### src/b2brcg_pkg.sv
package b2brcg_pkg;

  localparam int unsigned REG_W   = 13;
  localparam int unsigned POS_W   = 14;
  localparam int unsigned PRN_W   = 6;
  localparam int unsigned SHIFT_W = 14;

  localparam logic [POS_W-1:0] CODE_LEN     = POS_W'(10230);
  localparam logic [POS_W-1:0] LAST_POS     = POS_W'(10229);
  localparam logic [POS_W-1:0] G1_RELOAD_AT = POS_W'(8190);
  localparam logic [REG_W-1:0] REG_ONES     = '1;

  // Configuration register indexes.
  localparam logic REG_PRN   = 1'b0;
  localparam logic REG_SHIFT = 1'b1;

  typedef enum logic [1:0] {
    ST_IDLE = 2'b01,
    ST_WALK = 2'b10
  } state_t;

  typedef struct packed {
    logic [REG_W-1:0] g1;
    logic [REG_W-1:0] g2;
    logic [POS_W-1:0] idx;
  } gen_state_t;

  // Initial phase word as listed: the MSB is stage 1.
  function automatic logic [REG_W-1:0] phase_word(input logic [PRN_W-1:0] prn);
    logic [REG_W-1:0] w;
    case (prn)
      6'd0, 6'd1: w = 13'h1025;
      6'd2:  w = 13'h1034;  6'd3:  w = 13'h10AD;  6'd4:  w = 13'h114F;
      6'd5:  w = 13'h1155;  6'd6:  w = 13'h11AE;  6'd7:  w = 13'h11EE;
      6'd8:  w = 13'h11FB;  6'd9:  w = 13'h1329;  6'd10: w = 13'h13DA;
      6'd11: w = 13'h1435;  6'd12: w = 13'h1444;  6'd13: w = 13'h1455;
      6'd14: w = 13'h145B;  6'd15: w = 13'h145C;  6'd16: w = 13'h14A3;
      6'd17: w = 13'h14F7;  6'd18: w = 13'h1501;  6'd19: w = 13'h153E;
      6'd20: w = 13'h15AB;  6'd21: w = 13'h15B1;  6'd22: w = 13'h1653;
      6'd23: w = 13'h1662;  6'd24: w = 13'h1698;  6'd25: w = 13'h16B6;
      6'd26: w = 13'h16F2;  6'd27: w = 13'h16FF;  6'd28: w = 13'h1712;
      6'd29: w = 13'h173C;  6'd30: w = 13'h17A1;  6'd31: w = 13'h17C8;
      6'd32: w = 13'h17D4;  6'd33: w = 13'h17EB;  6'd34: w = 13'h17F3;
      6'd35: w = 13'h1851;  6'd36: w = 13'h1894;  6'd37: w = 13'h18B7;
      6'd38: w = 13'h1911;  6'd39: w = 13'h1919;  6'd40: w = 13'h19AB;
      6'd41: w = 13'h19B1;  6'd42: w = 13'h19D2;  6'd43: w = 13'h1A55;
      6'd44: w = 13'h1A74;  6'd45: w = 13'h1ACB;  6'd46: w = 13'h1B57;
      6'd47: w = 13'h1C34;  6'd48: w = 13'h1C83;  6'd49: w = 13'h1C8B;
      6'd50: w = 13'h1CA3;  6'd51: w = 13'h1CA8;  6'd52: w = 13'h1D3B;
      6'd53: w = 13'h1D97;  6'd54: w = 13'h1E48;  6'd55: w = 13'h1E94;
      6'd56: w = 13'h1E99;  6'd57: w = 13'h1EDA;  6'd58: w = 13'h1EF8;
      6'd59: w = 13'h1EFF;  6'd60: w = 13'h1FB5;  6'd61: w = 13'h1FBD;
      6'd62: w = 13'h0B85;  6'd63: w = 13'h0B3B;
      default: w = 13'h1025;
    endcase
    return w;
  endfunction

  // Register word with bit k holding stage k+1.
  function automatic logic [REG_W-1:0] g2_phase(input logic [PRN_W-1:0] prn);
    logic [REG_W-1:0] w;
    logic [REG_W-1:0] r;
    w = phase_word(prn);
    for (int k = 0; k < REG_W; k++) begin
      r[k] = w[REG_W-1-k];
    end
    return r;
  endfunction

  function automatic gen_state_t advance(input gen_state_t s, input logic [PRN_W-1:0] prn);
    gen_state_t n;
    logic fb1;
    logic fb2;
    fb1 = s.g1[0] ^ s.g1[8] ^ s.g1[9] ^ s.g1[12];
    fb2 = s.g2[2] ^ s.g2[3] ^ s.g2[5] ^ s.g2[8] ^ s.g2[11] ^ s.g2[12];
    n.g1  = {s.g1[REG_W-2:0], fb1};
    n.g2  = {s.g2[REG_W-2:0], fb2};
    n.idx = s.idx + POS_W'(1);
    if (n.idx == G1_RELOAD_AT) begin
      n.g1 = REG_ONES;
    end
    if (n.idx >= CODE_LEN) begin
      n.idx = '0;
      n.g1  = REG_ONES;
      n.g2  = g2_phase(prn);
    end
    return n;
  endfunction

endpackage

### src/b2brcg_if.sv
interface b2brcg_in_if;
  logic valid;
  logic ready;
  logic restart;

  modport source (output valid, output restart, input ready);
  modport sink   (input valid, input restart, output ready);
endinterface

interface b2brcg_out_if;
  logic                            valid;
  logic                            ready;
  logic                            chip;
  logic [b2brcg_pkg::POS_W-1:0]    position;
  logic                            last_of_code;

  modport source (output valid, output chip, output position, output last_of_code,
                  input ready);
  modport sink   (input valid, input chip, input position, input last_of_code,
                  output ready);
endinterface

### src/b2b_ranging_code_generator.sv
// B2b ranging code generator. Each word on the input channel yields one code
// chip with its position, counted from the last restart, in the 10230-chip
// period; a word with restart low is taken every cycle while the result
// register drains, so chips stream at one per clock. A word with restart high
// sets G1 to all ones and G2 from the PRN register, then steps the shared G1/G2
// shift unit once per cycle to skip the programmed code phase offset (mod 10230)
// in chips; its chip appears once the walk ends and the result register is
// free, and no word is taken before then. Write the PRN and offset registers
// while the block is idle; they take effect at the next restart, except that
// the end-of-period G2 reload uses the prn register as it stands.
module b2b_ranging_code_generator (
  input  logic                 clk,
  input  logic                 rst_n,
  b2brcg_in_if.sink            in_if,
  b2brcg_out_if.source         out_if,
  input  logic                 psel,
  input  logic                 penable,
  input  logic                 pwrite,
  input  logic [2:0]           paddr,
  input  logic [31:0]          pwdata,
  output logic [31:0]          prdata,
  output logic                 pready
);
  import b2brcg_pkg::*;

  logic [PRN_W-1:0]   prn_r;
  logic [SHIFT_W-1:0] shift_r;
  state_t             state_r, state_nxt;
  gen_state_t         gen_r, gen_nxt;
  gen_state_t         gen_adv;
  logic [POS_W-1:0]   pos_r, pos_nxt;
  logic [POS_W-1:0]   cnt_r, cnt_nxt;
  logic               ovalid_r, ovalid_nxt;
  logic               ochip_r, ochip_nxt;
  logic [POS_W-1:0]   opos_r, opos_nxt;
  logic               olast_r, olast_nxt;
  logic               slot_free;
  logic               in_accept;
  logic               emit;
  logic               cfg_wr;
  logic [POS_W-1:0]   shift_mod;

  assign pready    = 1'b1;
  assign cfg_wr    = psel && penable && pwrite;
  assign slot_free = !ovalid_r || out_if.ready;
  assign in_if.ready = (state_r == ST_IDLE) && slot_free;
  assign in_accept = in_if.valid && in_if.ready;

  assign out_if.valid        = ovalid_r;
  assign out_if.chip         = ochip_r;
  assign out_if.position     = opos_r;
  assign out_if.last_of_code = olast_r;

  assign shift_mod = (shift_r >= CODE_LEN) ? (shift_r - CODE_LEN) : shift_r;

  // The one G1/G2 step unit, used both by the skip walk and by each emitted chip.
  assign gen_adv = advance(gen_r, prn_r);

  always_comb begin
    case (paddr[2])
      REG_PRN:   prdata = {{(32-PRN_W){1'b0}}, prn_r};
      REG_SHIFT: prdata = {{(32-SHIFT_W){1'b0}}, shift_r};
      default:   prdata = '0;
    endcase
  end

  always_comb begin
    state_nxt  = state_r;
    gen_nxt    = gen_r;
    pos_nxt    = pos_r;
    cnt_nxt    = cnt_r;
    ovalid_nxt = ovalid_r && !out_if.ready;
    ochip_nxt  = ochip_r;
    opos_nxt   = opos_r;
    olast_nxt  = olast_r;
    emit       = 1'b0;

    case (state_r)
      ST_IDLE: begin
        if (in_accept) begin
          if (in_if.restart) begin
            gen_nxt.g1  = REG_ONES;
            gen_nxt.g2  = g2_phase(prn_r);
            gen_nxt.idx = '0;
            pos_nxt     = '0;
            cnt_nxt     = shift_mod;
            state_nxt   = ST_WALK;
          end else begin
            emit = 1'b1;
          end
        end
      end
      ST_WALK: begin
        if (cnt_r != '0) begin
          gen_nxt = gen_adv;
          cnt_nxt = cnt_r - POS_W'(1);
        end else if (slot_free) begin
          emit      = 1'b1;
          state_nxt = ST_IDLE;
        end
      end
      default: state_nxt = ST_IDLE;
    endcase

    // The chip of the current generator state goes out, then the generator steps.
    if (emit) begin
      ovalid_nxt = 1'b1;
      ochip_nxt  = gen_r.g1[REG_W-1] ^ gen_r.g2[REG_W-1];
      opos_nxt   = pos_r;
      olast_nxt  = (pos_r == LAST_POS);
      gen_nxt    = gen_adv;
      pos_nxt    = (pos_r == LAST_POS) ? '0 : pos_r + POS_W'(1);
    end
  end

  always_ff @(posedge clk) begin
    if (!rst_n) begin
      prn_r     <= PRN_W'(1);
      shift_r   <= '0;
      state_r   <= ST_IDLE;
      gen_r.g1  <= REG_ONES;
      gen_r.g2  <= g2_phase(PRN_W'(1));
      gen_r.idx <= '0;
      pos_r     <= '0;
      cnt_r     <= '0;
      ovalid_r  <= 1'b0;
    end else begin
      if (cfg_wr) begin
        case (paddr[2])
          REG_PRN:   prn_r   <= pwdata[PRN_W-1:0];
          REG_SHIFT: shift_r <= pwdata[SHIFT_W-1:0];
          default:   ;
        endcase
      end
      state_r  <= state_nxt;
      gen_r    <= gen_nxt;
      pos_r    <= pos_nxt;
      cnt_r    <= cnt_nxt;
      ovalid_r <= ovalid_nxt;
    end
  end

  always_ff @(posedge clk) begin
    ochip_r <= ochip_nxt;
    opos_r  <= opos_nxt;
    olast_r <= olast_nxt;
  end

endmodule
### src/flat_wrapper.sv
// flat-port wrapper written by rule: the top's interface ports become plain ports
module b2b_ranging_code_generator_flat import b2brcg_pkg::*;
  (clk, rst_n, psel, penable, pwrite, paddr, pwdata, prdata, pready, in_if_valid, in_if_restart, in_if_ready, out_if_valid, out_if_chip, out_if_position, out_if_last_of_code, out_if_ready);
  b2brcg_in_if in_if_i ();
  b2brcg_out_if out_if_i ();
  input  logic clk;
  input  logic rst_n;
  input  logic psel;
  input  logic penable;
  input  logic pwrite;
  input  logic [2:0] paddr;
  input  logic [31:0] pwdata;
  output logic [31:0] prdata;
  output logic pready;
  input wire logic [$bits(in_if_i.valid)-1:0] in_if_valid;
  input wire logic [$bits(in_if_i.restart)-1:0] in_if_restart;
  output wire logic [$bits(in_if_i.ready)-1:0] in_if_ready;
  output wire logic [$bits(out_if_i.valid)-1:0] out_if_valid;
  output wire logic [$bits(out_if_i.chip)-1:0] out_if_chip;
  output wire logic [$bits(out_if_i.position)-1:0] out_if_position;
  output wire logic [$bits(out_if_i.last_of_code)-1:0] out_if_last_of_code;
  input wire logic [$bits(out_if_i.ready)-1:0] out_if_ready;
  assign in_if_i.valid = in_if_valid;
  assign in_if_i.restart = in_if_restart;
  assign in_if_ready = in_if_i.ready;
  assign out_if_valid = out_if_i.valid;
  assign out_if_chip = out_if_i.chip;
  assign out_if_position = out_if_i.position;
  assign out_if_last_of_code = out_if_i.last_of_code;
  assign out_if_i.ready = out_if_ready;
  b2b_ranging_code_generator u_core (.clk(clk), .rst_n(rst_n), .in_if(in_if_i), .out_if(out_if_i), .psel(psel), .penable(penable), .pwrite(pwrite), .paddr(paddr), .pwdata(pwdata), .prdata(prdata), .pready(pready));
endmodule
### config.mk
export PLATFORM = sky130hd
export DESIGN_NAME = b2b_ranging_code_generator_flat
export DESIGN_NICKNAME = d
export VERILOG_FILES = /design/src/b2brcg_pkg.sv /design/src/b2brcg_if.sv /design/src/b2b_ranging_code_generator.sv /design/src/flat_wrapper.sv
export SDC_FILE = /design/constraint.sdc
export NUM_CORES = 1
export LEC_CHECK = 0
export BUFFER_PORTS_ARGS = -buffer_cell sky130_fd_sc_hd__buf_2
export CORE_MARGIN = 2
export CORE_UTILIZATION = 64
export DETAILED_ROUTE_END_ITERATION = 16
export GPL_TIMING_DRIVEN = 0
export PLACE_DENSITY = 0.87
export SYNTH_ARGS = -nofsm -noshare
export SYNTH_HDL_FRONTEND = slang
export SYNTH_SLANG_ARGS = --single-unit
### constraint.sdc
create_clock -name clk -period 5.45 [get_ports clk]
set_clock_uncertainty 0.1 [all_clocks]
set_input_delay 0.8175 -clock clk [delete_from_list [all_inputs] [get_ports clk]]
set_output_delay 0.8175 -clock clk [all_outputs]
set_load 0.01 [all_outputs]
==> Word level (Yosys, flattened, before mapping) <==
Memory sizes are Yosys's and may differ from the RTL's. A register that Yosys moved wholly into a read port is not among the register bits.
Index checks and enable logic that the tools add are counted.
{ "word_totals": {"romBits": 1664, "memories": 2, "output_inout_bits": 51, "wordCells": 95, "ff_bits": 107} }
{ "mem_list": {"columns": ["memory", "depth", "width", "read_ports", "rd_clocked_by_memory_dff", "write_ports", "line", "source"], "rows": [
  ["(name not given)", 64, 13, 1, 1, 0, "b2brcg_pkg.sv:31", "case (prn)"],
  ["(name not given)", 64, 13, 1, 1, 0, "b2brcg_pkg.sv:31", null]
]} }
{ "op_classes": {"add_sub_neg": 4, "magnitude_cmp": 2, "n_mux": 33, "reduce_logical": 20, "bitwise_logic": 10, "eq_ne": 12} }
{ "ops": {"columns": ["op", "count"], "rows": [
  ["$mux W40", 5],
  ["$mux W14", 9],
  ["$pmux W40 S2", 1],
  ["$pmux W32 S2", 1],
  ["$add A14 B1 Y14 const B", 2],
  ["$ge A14 B14 Y1 const B", 2],
  ["$pmux W14 S2", 1],
  ["$mux W6", 4],
  ["$eq A14 B13 Y1 const B", 1],
  ["$eq A14 B14 Y1 const B", 1],
  ["$reduce_bool A14 Y1", 1],
  ["$sub A14 B1 Y14 const B", 1],
  ["$sub A14 B14 Y14 const B", 1],
  ["$mux W13", 1],
  ["$reduce_and A4 Y1", 3],
  ["$xor A1 B1 Y1", 9],
  ["$mux W2", 4],
  ["$reduce_bool A2 Y1", 4],
  ["$ne A2 B1 Y1 const B", 3],
  ["$ne A3 B1 Y1 const B", 2],
  ["$logic_and A1 B1 Y1", 5],
  ["$mux W1", 5],
  ["$ne A2 B2 Y1 const B", 2],
  ["$pmux W2 S2", 1],
  ["10 further kinds", 12]
]} }

==> Logic depth before layout (Yosys ltp) <==
{ "depth": {"ltp_word": 9, "mapped_depth": 12, "ltp_nobuf": 10} }

==> Worst setup path before layout <==
OpenSTA, ideal clock, no wires.
{ "synth_path": {"path_kind": "input to register", "startpoint": "input out_if_ready", "endpoint": "register u_core.gen_r[12] in the netlist's numbering", "path_slack_ns": 1.946, "stages": 7, "setup_time_ns": 0.120, "required_ns": 5.230, "path_buffers": 1, "arrival_ns": 3.284, "path_cell_list": "nand2b_1 > nand3_1 > o31ai_1 > nor2_1 > clkbuf_1 > and2_1 > o31a_1"} }
{ "synth_via": {"elab_chain_cells": 7} }
{ "synth_lines": {"columns": ["element", "line", "source"], "rows": [
  ["from (decl)", "flat_wrapper.sv:22", "input wire logic [$bits(out_if_i.ready)-1:0] out_if_ready;"],
  ["$logic_or A1 B1 Y1 (*)", "b2b_ranging_code_generator.sv:45", "assign slot_free = !ovalid_r || out_if.ready;"],
  ["$logic_and A1 B1 Y1", "b2b_ranging_code_generator.sv:46", "assign in_if.ready = (state_r == ST_IDLE) && slot_free;"],
  ["$logic_and A1 B1 Y1", "b2b_ranging_code_generator.sv:47", "assign in_accept = in_if.valid && in_if.ready;"],
  ["$mux W1", "b2b_ranging_code_generator.sv:80", "if (in_accept) begin"],
  ["$pmux W1 S2 (*)", "b2b_ranging_code_generator.sv:78", "case (state_r)"],
  ["named net u_core.emit", "b2b_ranging_code_generator.sv:39", "logic emit;"],
  ["$ne A3 B1 Y1 (no source line), or another cell as far along", null, null],
  ["$reduce_and A4 Y1 (no source line)", null, null],
  ["to (signal assigned)", "b2b_ranging_code_generator.sv:136", "gen_r <= gen_nxt;"],
  ["to (decl)", "b2b_ranging_code_generator.sv:29", "gen_state_t gen_r, gen_nxt;"]
]} }
Mark *: on every way through the listed nets, which the timed path passes. The rest lies on a longest branch.
A chain may end at the register's enable or synchronous reset.

==> results.md <==
- Status: completed
- Final setup TNS: 0 ns
- Critical path type: input pin to flop
- Worst Max-Slew Pin Slew: 0.876 ns
- Critical Path AT: 4.07 ns
- Crit path launch: paddr[2]
- Worst Path Buf+Inv: 3
- I/O pins: 94
- Post-synthesis cell count: 925
- Routed Antenna Nets: 0
- Final WS setup: 1.58 ns
- Number of post-CTS setup repair buffers: 0
- Die area: 12600 um^2
- GP Congestion: 1.00
- Detailed placer's ending HPWL: 13900 um
- Critical-path top delay cell: nor2_1
- Top post-synthesis cells by count: dfxtp_1, nand2_1, nor2_1
- Antenna diodes: 0
- Slew margin rel.: 41.4%
- Flops & latches, synth: 120
- CP startpoint kind: input pin
- Placed Cells: 1139
- CTS Buf Count: 17
- P_int: 2.16 mW
- Final #Nets: 1085
- Final setup fails: 0
- Skew-Pair Late Insertion Delay: 0.42 ns
- Wire per inst: 17.4 um
- Tot GR Track Use: 32.5%
- Synth Area per Inst: 8.09 um^2
- Max Slew Vio Count: 0
- Global-route wire length before repair: 33400 um
- Die Width: 112 um
- Start point of the worst hold path: u_core.gen_r[13]
- Reg-to-reg startpoint: u_core.prn_r[1]
- WL final: 20400 um
- Number of library cell types mapped by synthesis: 84
- Leak: 3.49 nW
- Tmin final: 3.87 ns
- Worst-case hold path end point: u_core.gen_r[13]
- Iter 0 DRT Violations: 823
- Pin count of the biggest net entering global routing: 17
- Post-Layout Cell Count: 1171
- Total Power: 3.38 mW
- Die Span Y: 112 um
- Top Family by Delay on Critical Path: simple AND/OR/NAND/NOR gates
- YS warnings: 0
- CORE AREA: 11400 um^2
- Maxcap violations: 0
- R2r setup slk: 2.13 ns
- Most common cell in the synthesized netlist: dfxtp_1
- Worst path max stage delay: 0.74 ns
- Sw Share: 36.1%
- Layout cells sized above 1: 15.4%
- Crit path cell chain: buf_2 -> nand4b_4 -> buf_6 -> mux2i_1 -> nor2_1 -> inv_1 -> ha_1 -> and3_1 -> a2111oi_0 -> nor4_1 -> a311oi_1
- R2R depth: 8
- Hold Buf Count CTS: 0
- Reg clk slew, reported paths: 0.05 ns
- Clk sink count: 120
- Resized Gates After CTS: 0
- Hold Path Class: flop to flop
- Power Dens Cells: 392 nW/um^2
- Cell type with the largest total area after synthesis: dfxtp_1
- Top_reg_cell synth: dfxtp_1
- Sequential-to-total area share from yosys stat: 34.3%
- EDFF count, synth: 16
- H-tree Lvls: 4
- Sw power: 1.22 mW
- Sequential share of power: 31.7%
- Vias in the first global route: 6765
- Clk pwr share: 35.4%
- Crit. End Element: flop
- Final hold vios: 0
- Peak supply drop: 313 uV
- Initial antenna violation count: 0
- CTS tree: built
- Drt pass-1 iters: 6
- Drt drc: 0
- Top-area cell type share of the netlist area: 27.8%
- Power share of the combinational group: 32.9%
- Row count: 39
- Tcrit/Tclk final: 71.1%
- Async SR Flop Fraction: 0%
- PortBufs: 53
- Dpl ws: 1.25 ns
- RSZ-0062 raised after global routing: no
- Main area contributors after synthesis: dfxtp_1, edfxtp_1, nand2_1
- Worst hold stages: 2
- Critical Path RT: 5.64 ns
- CTS Buffer Depth: 2
- Area grow syn2layout: 15.4%
- Mapped cell area: 7480 um^2
- Via count: 7349
- Grt total ovfl: 0
- DR vias/cell: 6.28
- Worst-path maximum fanout: 11
- Fmax: 258 MHz
- Initial Util: 65.5%
- CTS root buf: clkbuf_16
stage by stage:
step / cell area [um^2] / hold WS, ns / util [%]
after CTS: 8630 / 0.367 / 75.6
final: 8630 / 0.367 / 75.6
after global placement: 7990 / 0.357 / 70.0
after detailed placement: 8000 / 0.359 / 70.1
after global routing: 8630 / 0.399 / 75.6
after floorplan: 7540 / 0.344 / -
layer usage:
metal | GRT usage, % | share of wire [%] | vias up
met5 | 0 | 0 | -
met1 | 42.8 | 41 | 3360
met4 | 12.8 | 2.2 | 0
met3 | 7.78 | 9.7 | 52
met2 | 52.0 | 47 | 436
li1 | - | - | 3501
worst reg2reg max path, delay by kind of cell (launching register included):
family                     cells  cell delay, ns
and+or+nand+nor                3            1.04
AOI/OAI and AO/OA              2            0.71
DFF                            1            0.39
adders and majority gates      1            0.37
buffers and inverters          1            0.33
muxes                          1            0.26
area by class of cell:
| cell class | instances | area (um^2) |
|---|---|---|
| Buffer | 77 | 432 |
| Clock buffer | 21 | 462 |
| Clock inverter | 11 | 168 |
| Fill cell | 871 | 2790 |
| Inverter | 24 | 90.1 |
| Multi-Input combinational cell | 721 | 4470 |
| Sequential cell | 120 | 2560 |
| Tap cell | 143 | 179 |
| Timing Repair Buffer | 54 | 273 |
power groups by stage:
stage	Combinational (mW)	Sequential (mW)	Clock, mW
global route	1.21	1.08	1.25
finish	1.11	1.07	1.20
CTS	1.09	1.07	1.20
floorplan	0.781	1.09	0
global placement	1.05	1.09	0
detailed placement	1.07	1.09	0
kinds of logic after synthesis:
group | count (synthesis) | share of synthesized area (%)
DFF | 120 | 34.3
muxes | 32 | 4.67
adders and majority gates | 28 | 4.65
other | 2 | 0.100
AOI/OAI and AO/OA | 267 | 23.0
buffers and inverters | 101 | 6.97
and+or+nand+nor | 355 | 24.0
xor gates and xnor gates | 20 | 2.34
placed cells by master (no fill, tap or decap), types with 5 or more instances in the layout:
master / Yosys / layout
edfxtp_1: 16 / 16
and2_1: 14 / 14
ha_1: 27 / 27
nand4_1: 10 / 10
buf_1: 8 / 8
clkbuf_16: 0 / 18
and3_1: 24 / 24
nand3_1: 30 / 30
dfxtp_1: 104 / 104
nor2_1: 97 / 97
o21ai_1: 15 / 15
buf_4: 22 / 23
nor3_1: 23 / 23
a31oi_1: 13 / 13
a21oi_1: 73 / 73
o21ai_0: 52 / 52
nand2_1: 102 / 102
o21a_1: 7 / 7
xor2_1: 7 / 7
buf_2: 11 / 64
buf_6: 6 / 6
mux2_2: 9 / 9
a311oi_1: 6 / 6
o31ai_1: 6 / 5
a22oi_1: 5 / 5
mux2i_1: 21 / 21
o32ai_1: 5 / 5
o211ai_1: 13 / 13
conb_1: 2 / 19
nor3b_1: 7 / 7
xnor2_1: 13 / 13
a211oi_1: 16 / 16
nand2b_1: 9 / 9
o22ai_1: 14 / 14
clkbuf_1: 29 / 32
inv_1: 21 / 21
o31a_1: 6 / 6
how the worst max path moves through the flow:
stage | to | slack, ns | cells after the start
after floorplan | u_core.gen_r[12] | 1.95 | 7
after global placement | u_core.gen_r[1] | 0.98 | 9
after detailed placement | flop | 1.25 | 11
after CTS | flop | 1.68 | 11
after global routing | flop | 1.32 | 11
final | flop | 1.58 | 11
Note: power is estimated with default switching activity, not from simulation.
